==> config.mk <==
export PLATFORM = sky130hd
export DESIGN_NAME = f12ct_dir_div
export DESIGN_NICKNAME = d
export VERILOG_FILES = /design/src/hw/rtl/f12ct_pkg.sv /design/src/hw/rtl/f12ct_dir_div.sv
export SDC_FILE = /design/constraint.sdc
export NUM_CORES = 1
export LEC_CHECK = 0
export BUFFER_PORTS_ARGS = -buffer_cell sky130_fd_sc_hd__buf_4
export CORE_ASPECT_RATIO = 1.5
export CORE_MARGIN = 4
export CORE_UTILIZATION = 50
export DETAILED_ROUTE_END_ITERATION = 16
export MAX_ROUTING_LAYER = met4
export PLACE_DENSITY = 0.81
export SLEW_MARGIN = 20
export SYNTH_ARGS = -nofsm -noshare
export SYNTH_HDL_FRONTEND = slang
export SYNTH_SLANG_ARGS = --single-unit
==> constraint.sdc <==
create_clock -name clk_i -period 4.1 [get_ports clk_i]
set_input_delay 0.205 -clock clk_i [delete_from_list [all_inputs] [get_ports clk_i]]
set_output_delay 0.205 -clock clk_i [all_outputs]
set_load 0.005 [all_outputs]
==> src/hw/rtl/f12ct_pkg.sv <==
// Types and constants of the FAT12 cluster translator.
// No dependencies; used by every module of the block.
package f12ct_pkg;

  localparam int unsigned CFG_IDX_W  = 3;
  localparam int unsigned CFG_DATA_W = 16;
  localparam int unsigned DIR_SECS_W = 21;
  localparam int unsigned ENTRY_W    = 12;

  // Register indexes
  localparam logic [CFG_IDX_W-1:0] REG_BYTES_PER_SECTOR    = 3'd0;
  localparam logic [CFG_IDX_W-1:0] REG_SECTORS_PER_CLUSTER = 3'd1;
  localparam logic [CFG_IDX_W-1:0] REG_RESERVED_SECTORS    = 3'd2;
  localparam logic [CFG_IDX_W-1:0] REG_FAT_COUNT           = 3'd3;
  localparam logic [CFG_IDX_W-1:0] REG_SECTORS_PER_FAT     = 3'd4;
  localparam logic [CFG_IDX_W-1:0] REG_ROOT_ENTRY_COUNT    = 3'd5;

  // Reset values
  localparam int unsigned BPS_RST = 512;
  localparam int unsigned REC_RST = 224;
  localparam logic [15:0] BYTES_PER_SECTOR_RST    = 16'(BPS_RST);
  localparam logic [7:0]  SECTORS_PER_CLUSTER_RST = 8'd1;
  localparam logic [15:0] RESERVED_SECTORS_RST    = 16'd1;
  localparam logic [7:0]  FAT_COUNT_RST           = 8'd2;
  localparam logic [15:0] SECTORS_PER_FAT_RST     = 16'd9;
  localparam logic [15:0] ROOT_ENTRY_COUNT_RST    = 16'(REC_RST);
  localparam logic [DIR_SECS_W-1:0] DIR_SECS_RST =
    DIR_SECS_W'((32 * REC_RST + BPS_RST - 1) / BPS_RST);

  localparam logic [ENTRY_W-1:0] ENTRY_EOC          = 12'hff8;
  localparam logic [ENTRY_W-1:0] FIRST_DATA_CLUSTER = 12'd2;

  localparam logic OP_WRITE     = 1'b0;
  localparam logic OP_TRANSLATE = 1'b1;

  typedef struct packed {
    logic              op;
    logic [12:0]       table_addr;
    logic [7:0]        table_byte;
    logic [ENTRY_W-1:0] cluster;
  } f12ct_in_t;

  typedef struct packed {
    logic [31:0]        sector_lba;
    logic [ENTRY_W-1:0] next_cluster;
    logic               end_of_chain;
    logic               bad_cluster;
  } f12ct_out_t;

  typedef struct packed {
    logic [7:0]            sectors_per_cluster;
    logic [15:0]           reserved_sectors;
    logic [7:0]            fat_count;
    logic [15:0]           sectors_per_fat;
    logic [DIR_SECS_W-1:0] dir_sectors;
  } f12ct_cfg_t;

endpackage

==> src/hw/rtl/f12ct_dir_div.sv <==
// Serial divider for the root directory sector count, ceil(dividend / divisor).
// Uses f12ct_pkg; one quotient bit per cycle, result held until the next start.
module f12ct_dir_div import f12ct_pkg::*; (
  input  logic                  clk_i,
  input  logic                  rst_ni,
  input  logic                  start_i,
  input  logic [DIR_SECS_W-1:0] dividend_i,
  input  logic [15:0]           divisor_i,
  output logic                  busy_o,
  output logic [DIR_SECS_W-1:0] quotient_o
);

  localparam int unsigned STEPS = DIR_SECS_W;
  localparam int unsigned CNT_W = $clog2(STEPS);

  logic                  busy_q, busy_d;
  logic                  fin_q, fin_d;
  logic [CNT_W-1:0]      cnt_q, cnt_d;
  logic [15:0]           rem_q, rem_d;
  logic [DIR_SECS_W-1:0] quo_q, quo_d;
  logic [15:0]           den_q, den_d;
  logic [DIR_SECS_W-1:0] res_q, res_d;
  logic [16:0]           rem_sh;
  logic [17:0]           diff;

  assign rem_sh = {rem_q, quo_q[DIR_SECS_W-1]};
  assign diff   = {1'b0, rem_sh} - {2'b00, den_q};

  always_comb begin
    busy_d = busy_q;
    fin_d  = fin_q;
    cnt_d  = cnt_q;
    rem_d  = rem_q;
    quo_d  = quo_q;
    den_d  = den_q;
    res_d  = res_q;
    if (start_i) begin
      busy_d = 1'b1;
      fin_d  = 1'b0;
      cnt_d  = CNT_W'(STEPS - 1);
      rem_d  = '0;
      quo_d  = dividend_i;
      den_d  = divisor_i;
    end else if (busy_q && fin_q) begin
      // round up on a nonzero remainder; a zero sector size gives zero
      busy_d = 1'b0;
      fin_d  = 1'b0;
      if (den_q == '0) begin
        res_d = '0;
      end else begin
        res_d = quo_q + DIR_SECS_W'(rem_q != '0);
      end
    end else if (busy_q) begin
      if (!diff[17]) begin
        rem_d = diff[15:0];
        quo_d = {quo_q[DIR_SECS_W-2:0], 1'b1};
      end else begin
        rem_d = rem_sh[15:0];
        quo_d = {quo_q[DIR_SECS_W-2:0], 1'b0};
      end
      cnt_d = cnt_q - CNT_W'(1);
      if (cnt_q == '0) begin
        fin_d = 1'b1;
      end
    end
  end

  always_ff @(posedge clk_i or negedge rst_ni) begin
    if (!rst_ni) begin
      busy_q <= 1'b0;
      fin_q  <= 1'b0;
      cnt_q  <= '0;
      res_q  <= DIR_SECS_RST;
    end else begin
      busy_q <= busy_d;
      fin_q  <= fin_d;
      cnt_q  <= cnt_d;
      res_q  <= res_d;
    end
  end

  always_ff @(posedge clk_i) begin
    rem_q <= rem_d;
    quo_q <= quo_d;
    den_q <= den_d;
  end

  assign busy_o     = busy_q;
  assign quotient_o = res_q;

endmodule

==> results of run 1 <==
[per-layer routing]
metal	global-route usage, %	vias up	wire (um)	part of all wire [%]
li1	-	1692	-	-
met5	-	-	0	0
met3	3.640	27	597	6.0
met4	9.406	0	360	3.6
met2	37.21	118	5378	54
met1	20.57	1629	3651	37
[power by group]
group / internal, mW / total [mW] / switching [mW]
Clock: 0.488 / 0.790 / 0.302
Sequential: 0.951 / 1.02 / 0.0713
Combinational: 0.179 / 0.335 / 0.156
Total: 1.62 / 2.15 / 0.530
[final cells by class]
class	instances	area, um^2	share of cell area, %
clock buffers	13	250.2	4.721
clock inverters	3	42.54	0.8026
inverters	26	97.59	1.841
multi-input cells	307	2161	40.77
flip-flops and latches	81	2136	40.30
well taps	110	137.6	2.597
repair buffers	63	475.5	8.971
[kinds of logic (layout without fill, tap and decap cells)]
group	Yosys count	count (layout)
and+or+nand+nor	128	128
AOI/OAI and AO/OA	97	97
muxes	28	28
adders and majority gates	21	21
buffers and inverters	43	105
DFF	81	81
xor gates and xnor gates	33	33
[flip-flops by register name (all words and copies together) (netlist names)]
| register | cells |
|---|---|
| busy_o | 1 |
| den_q | 16 |
| quo_q | 21 |
| fin_q | 1 |
| rem_q | 16 |
| quotient_o | 21 |
| cnt_q | 5 |
[worst max-delay path by stage]
stage          depth (start not counted)     start       end
2_1_floorplan                          8  den_q[6]  quo_q[0]
3_3_place_gp                           6   start_i  cnt_q[4]
3_5_place_dp                           6    busy_o  cnt_q[4]
4_1_cts                                6    busy_o  cnt_q[4]
5_1_grt                                7  rem_q[9]  rem_q[3]
6_report                               7  rem_q[7]  rem_q[3]
[placed cells by master (no fill, tap or decap), types with 3 or more instances in the layout]
cell type and n:
a211oi_1 4, a21o_1 6, a21oi_1 18, a32oi_1 8, and2_1 3, and3_1 5
and4_1 4, buf_4 62, clkbuf_1 3, clkbuf_16 9, dfrtp_1 25, dfstp_2 3
dfxtp_1 16, edfxtp_1 37, ha_1 20, inv_1 26, mux2_2 20, mux2i_1 8
nand2_1 49, nand2b_1 6, nand3_1 14, nand4_1 9, nand4b_1 3, nor2_1 12
nor2b_1 3, nor4_1 9, o21ai_0 34, o21ai_1 3, o21bai_1 3, o31ai_1 3
xnor2_1 15, xor2_1 18
[stage by stage]
step | instances | power, mW | setup slack, ps | cell area, um^2 | util (%)
2_1_floorplan | 431 | 1.213 | 1963 | 4477 | -
3_3_place_gp | 586 | 1.356 | 1348 | 4995 | 56.91
3_5_place_dp | 586 | 1.374 | 1183 | 4995 | 56.91
4_1_cts | 603 | 2.168 | 1122 | 5298 | 60.37
5_1_grt | 603 | 2.255 | 1091 | 5300 | 60.39
6_report | 603 | 2.148 | 1302 | 5300 | 60.39
==> results by group, run 1 <==
Outcome
  – Status: finished, final reports clean

Synthesis
  – Leading area contributor after synthesis: edfxtp_1
  – Yosys Warn Count: 0
  – Yosys cell types: between 50 and 60
  – Post-synthesis mux area share: between 6 and 7%
  – Syn Std Cell Area: ~4500 um^2
  – Syn avg cell area: 10.39 um^2
  – Post-synth top cells: 49 x nand2_1, 37 x edfxtp_1, 34 x o21ai_0, 26 x inv_1, 25 x dfrtp_1
  – Compound-gate portion of the synthesized area: around 14%
  – Post-synth EDFFs: 37
  – Post-synthesis xor/xnor area fraction: 6.456%
  – #FFs+latches synth: between 80 and 90
  – Sequential fraction of the synthesis area: between 40% and 50%
  – Synthesized Nets: 492
  – Dominant synthesized flop cell: edfxtp_1
  – Most frequent cell after synthesis: nand2_1
  – Syn Inst Count: roughly 430
  – Post-Synth Adder-Cell Area: ~6.0%
  – Largest family of logic cells by synthesized area: simple AND/OR/NAND/NOR gates
  – Asr flop ratio synth: between 30% and 40%
  – Top cell type's share of synthesized area: 24.82%
  – Synth area leaders: edfxtp_1 25%, dfrtp_1 14%, dfxtp_1 7.2%
  – Simple-gate share of the synthesized area: 14.70%

GRT
  – Overall routing resource usage: between 20% and 30%
  – Initial antenna violation count: 0
  – Pin count of the biggest net entering global routing: 47
  – Grt total ovfl: 0
  – First-pass GRT wire length: about 16000 um
  – Via count of the first global-routing pass: between 3000 and 4000

Setup path
  – Worst path bufs/invs: 0
  – Crit-path max cell delay: 930 ps
  – Crit end category: flop
  – Critical-path cell list: ha_1, a21o_1, a31oi_1, o211ai_2, a211oi_4, mux2i_1, o21ai_0
  – Reg2reg start: rem_q[7]
  – FF-to-FF setup slack: approximately 1300 ps
  – Startpoint types: flop
  – Worst Reg-to-Reg Cells: 7
  – Crit path DAT: ~3000 ps
  – Reg2reg end: rem_q[3]
  – Critical Path RT: about 4300 ps
  – CP max FO: 25
  – Setup CP Type: flop to flop
  – CP max-delay cell: a211oi_4
  – Top Family by Delay on Critical Path: compound AO/OA/AOI/OAI gates

Floorplanning
  – Core area: 8776 um^2
  – Die area: approximately 11000 um^2
  – Starting density of the core: around 50%
  – # rows: 42
  – Io pins: 62
  – Die height: between 100 and 150 um
  – Die Wd: 85.26 um

Clocking
  – Longest Clk Path Bufs: 2
  – H-tree depth: 3
  – Post-CTS Setup Bufs: 0
  – CTS sink count: 81
  – # hold bufs at CTS: 1
  – Clock transition at path regs: around 60 ps
  – Resize count post-CTS: 0
  – Clock Root Buffer: clkbuf_16
  – Worst skew pair latency: 340 ps
  – Cts bufs inserted: 9
  – TritonCTS clock tree: built

Cells and area
  – Share of layout cells above drive strength 1: between 20% and 30%
  – Layout Nets: around 550
  – Layout area overhead: 18.39%
  – Fill cells: around 740
  – ANT cells: 0

Detailed routing
  – Iter 0 DRT Violations: 151
  – Vias per cell: roughly 5.7
  – Total number of vias: around 3500
  – Final ANT Viol Nets: 0
  – WL final: ~10000 um
  – DRC violations left: 0
  – WL per Instance: around 17 um
  – Drt pass-1 iters: 4

STA
  – RSZ-0062 raised after global routing: no
  – Hold Fails Final Rpt: 0
  – Clk_skew: around 6.2 ps
  – Setup TNS: 0 ps
  – WHS: ~44 ps
  – Final Slew Violations: 0
  – Final min period: approximately 2800 ps
  – Final Setup Violations: 0
  – Relative slew slack: approximately 28%
  – Max Fclk: 357.4 MHz
  – Tcrit/Tclk final: roughly two thirds
  – Worst-Margin Slew: 1070 ps

Placement
  – Gpl congestion: roughly 0.9
  – Port Buf Inserts: 61
  – HPWL after detailed placement: between 7000 and 8000 um

Power
  – Max VDD drop: 0.0002935 V
  – Leakage: 2.271 nW
  – PD cells: just over 400 nW/um^2

Worst hold path
  – WHS Endpoint: den_q[10]
  – Hold Path Cell Cnt: 1
  – Tightest Hold Check Type: input pin to flop
  – Worst Min Path Start: divisor_i[10]

Flow run
  – Max-cap violations: 0
Note: power is estimated with default switching activity, not from simulation.
==> run 2, diff against run 1 <==
--- a/config.mk
+++ b/config.mk
@@ -11,7 +11,7 @@
 export CORE_UTILIZATION = 50
 export DETAILED_ROUTE_END_ITERATION = 16
 export MAX_ROUTING_LAYER = met4
-export PLACE_DENSITY = 0.81
+export PLACE_DENSITY = 0.84
 export SLEW_MARGIN = 20
 export SYNTH_ARGS = -nofsm -noshare
 export SYNTH_HDL_FRONTEND = slang
==> constraint.sdc (replaced) <==
create_clock -name clk_i -period 2.3 [get_ports clk_i]
set_input_delay 0.115 -clock clk_i [delete_from_list [all_inputs] [get_ports clk_i]]
set_output_delay 0.115 -clock clk_i [all_outputs]
set_load 0.005 [all_outputs]
==> run 2 against run 1 <==
Effect of this change:
- global-route usage is 3.1 points higher
- sequential share of layout area shrank 4.4 points
- design area increased by 13%
- fmax increased by 23%
- non-clock buffer count is 52 higher
- critical path type unchanged
- flip-flop and latch count is the same
- critical path depth rose by 2
==> results by group, run 2 (synthesis results as in run 1) <==
Cells and area
  – Final core utilization: 68.05% (+7.7 points)
  – Fill cells: 629 (-15%)
  – Layout area overhead: 33.40%
  – Layout Nets: 601 (+9.5%)
  – Post-Layout Inst Area: 5972 um^2 (+13%)
  – Most common cell after layout, fill and taps aside: buf_4
  – Share of layout cells above drive strength 1: 32.66% (+11 points)
  – ANT cells: 0 (unchanged)
  – Area of the multi-input gates: 2355 um^2 (+9.0%)
  – Storage cell area: 2142 um^2 (+0.29%)
  – Most frequent cells in the layout: 94 x buf_4, 49 x nand2_1, 37 x edfxtp_1

Clocking
  – Longest Clk Path Bufs: 2 (unchanged)
  – H-tree depth: 3 (unchanged)
  – Clock transition at path regs: 60 ps (about the same)
  – Clock Root Buffer: clkbuf_16
  – Worst skew pair latency: 350 ps (about the same)
  – TritonCTS clock tree: built
  – CTS sink count: 81 (unchanged)
  – Cts bufs inserted: 9 (unchanged)

Setup path
  – Top cell by count, worst path: a211oi_4
  – Crit-path max cell delay: 510 ps (-420 ps)
  – Setup CP Type: flop to flop
  – Critical Path RT: 2590 ps (-1720 ps)
  – Startpoint types: flop
  – CP max FO: 6 (-76%)
  – CP max-delay cell: or4_1
  – Crit end category: flop
  – Crit path DAT: 2560 ps (-450 ps)
  – Critical-path cell list: inv_1, ha_1, and4_4, nand2_2, a211oi_4, a211oi_4, clkbuf_16, or4_1, nand2_1

Placement
  – Gpl congestion: 1.010 (+11%)
  – Port Buf Inserts: 61 (unchanged)
  – DP Area: 5172 um^2 (+3.6%)
  – HPWL after detailed placement: 8060 um (+7.8%)

STA
  – Clk_skew: 5.394 ps (-0.7694 ps)
  – Tcrit/Tclk final: 98.66% (+30 points)
  – Final Slew Violations: 0 (unchanged)
  – Worst-Margin Slew: 548.3 ps (-521.8 ps)
  – Final min period: 2269 ps (-528.8 ps)
  – RSZ-0062 raised after global routing: yes
  – Hold Fails Final Rpt: 0 (unchanged)
  – Relative slew slack: 63.45% (+35 points)
  – Max Fclk: 440.7 MHz (+23%)
  – WHS: 68.23 ps (+24.70 ps)
  – Final Setup Violations: 0 (unchanged)
  – Setup TNS: 0 ps (unchanged)

Detailed routing
  – DRC violations left: 0 (unchanged)
  – WL per Instance: 18.35 um (+11%)
  – Final ANT Viol Nets: 0 (unchanged)
  – Total number of vias: 3890 (+12%)
  – Vias per cell: 5.939 (+3.3%)
  – Iter 0 DRT Violations: 233 (+54%)
  – Drt pass-1 iters: 5 (+1)
  – WL final: 12020 um (+20%)

GRT
  – Pin count of the biggest net entering global routing: 47 (unchanged)
  – First-pass GRT wire length: 18550 um (+14%)
  – Initial antenna violation count: 0 (unchanged)
  – Grt total ovfl: 0 (unchanged)
  – Overall routing resource usage: 23.30% (+3.1 points)
  – Via count of the first global-routing pass: 3908 (+11%)

Floorplanning
  – Io pins: 62 (unchanged)
  – # rows: 42 (unchanged)
  – Die area: 10560 um^2 (unchanged)
  – Die Wd: 85.26 um (unchanged)
  – Starting density of the core: 51.01% (unchanged)
  – Core area: 8776 um^2 (unchanged)
  – Die height: 123.9 um (unchanged)

Power
  – Max VDD drop: 0.0004324 V (+47%)
  – PD cells: 672.1 nW/um^2 (+66%)
  – Total Power: 4.014 mW (+87%)
  – Leakage: 2.531 nW (+11%)

Outcome
  – Status: finished, final reports clean

Worst hold path
  – Tightest Hold Check Type: input pin to flop

Flow run
  – Max-cap violations: 0 (unchanged)
[run 2: layer usage]
metal | part of all wire [%] | vias to the layer above | wire, um | GRT usage (%)
met5 | 0 | - | 0 | -
met4 | 4.2 | 0 | 507 | 11.68
met3 | 6.1 | 42 | 728 | 3.706
met2 | 54 | 164 | 6546 | 43.09
met1 | 35 | 1883 | 4236 | 23.57
li1 | - | 1801 | - | -
[run 2: what timing repair did]
action,in CTS,in global routing
resized for setup,1,46
hold buffers,17,0
cloned,0,1
pin swaps,0,14
endpoints found under the setup margin,1,17
setup buffers,0,13
hold endpoints to repair,44,0
[run 2: critical path: cells and delay by family, from the launching register on]
family                     cells  cell delay, ps
buffers and inverters          2             220
and+or+nand+nor                4             930
adders and majority gates      1             380
AOI/OAI and AO/OA              2             340
DFF                            1             350
[run 2: power by group]
| group | switching, mW | leakage [nW] | internal [mW] |
|---|---|---|---|
| sequential | 0.132 | 0.867 | 1.70 |
| combinational | 0.333 | 1.52 | 0.392 |
| clock | 0.616 | 0.139 | 0.845 |
| total | 1.08 | 2.53 | 2.93 |
[run 2: final timing paths]
| kind | start | end | slack [ps] | depth (start not counted) |
|---|---|---|---|---|
| setup / recovery | den_q[9] | rem_q[12] | 30 | 9 |
| hold / removal | dividend_i[4] | quo_q[4] | 70 | 2 |
| setup reg to reg | den_q[9] | rem_q[12] | 30 | 9 |
| hold reg to reg | quotient_o[2] | quotient_o[2] | 480 | 2 |
| max in group asynchronous | rst_ni | quotient_o[2] | 1770 | 2 |
| min in group asynchronous | rst_ni | quotient_o[10] | 220 | 2 |
[run 2: per-stage QoR]
stage / worst slack [ps] / std cells
after detailed placement: 27.59 / 608
after CTS: 11.71 / 641
final: 30.85 / 655
after floorplan: 162.7 / 431
after global routing: -76.15 / 655
after global placement: 67.29 / 608
[run 2: final cells by class]
type / count / share of cell area (%)
tap: 110 / 2.305
multi-input combinational: 307 / 39.43
clock inverter: 6 / 1.131
timing repair buffer: 115 / 15.80
inverter: 26 / 1.634
sequential: 81 / 35.87
clock buffer: 10 / 3.834
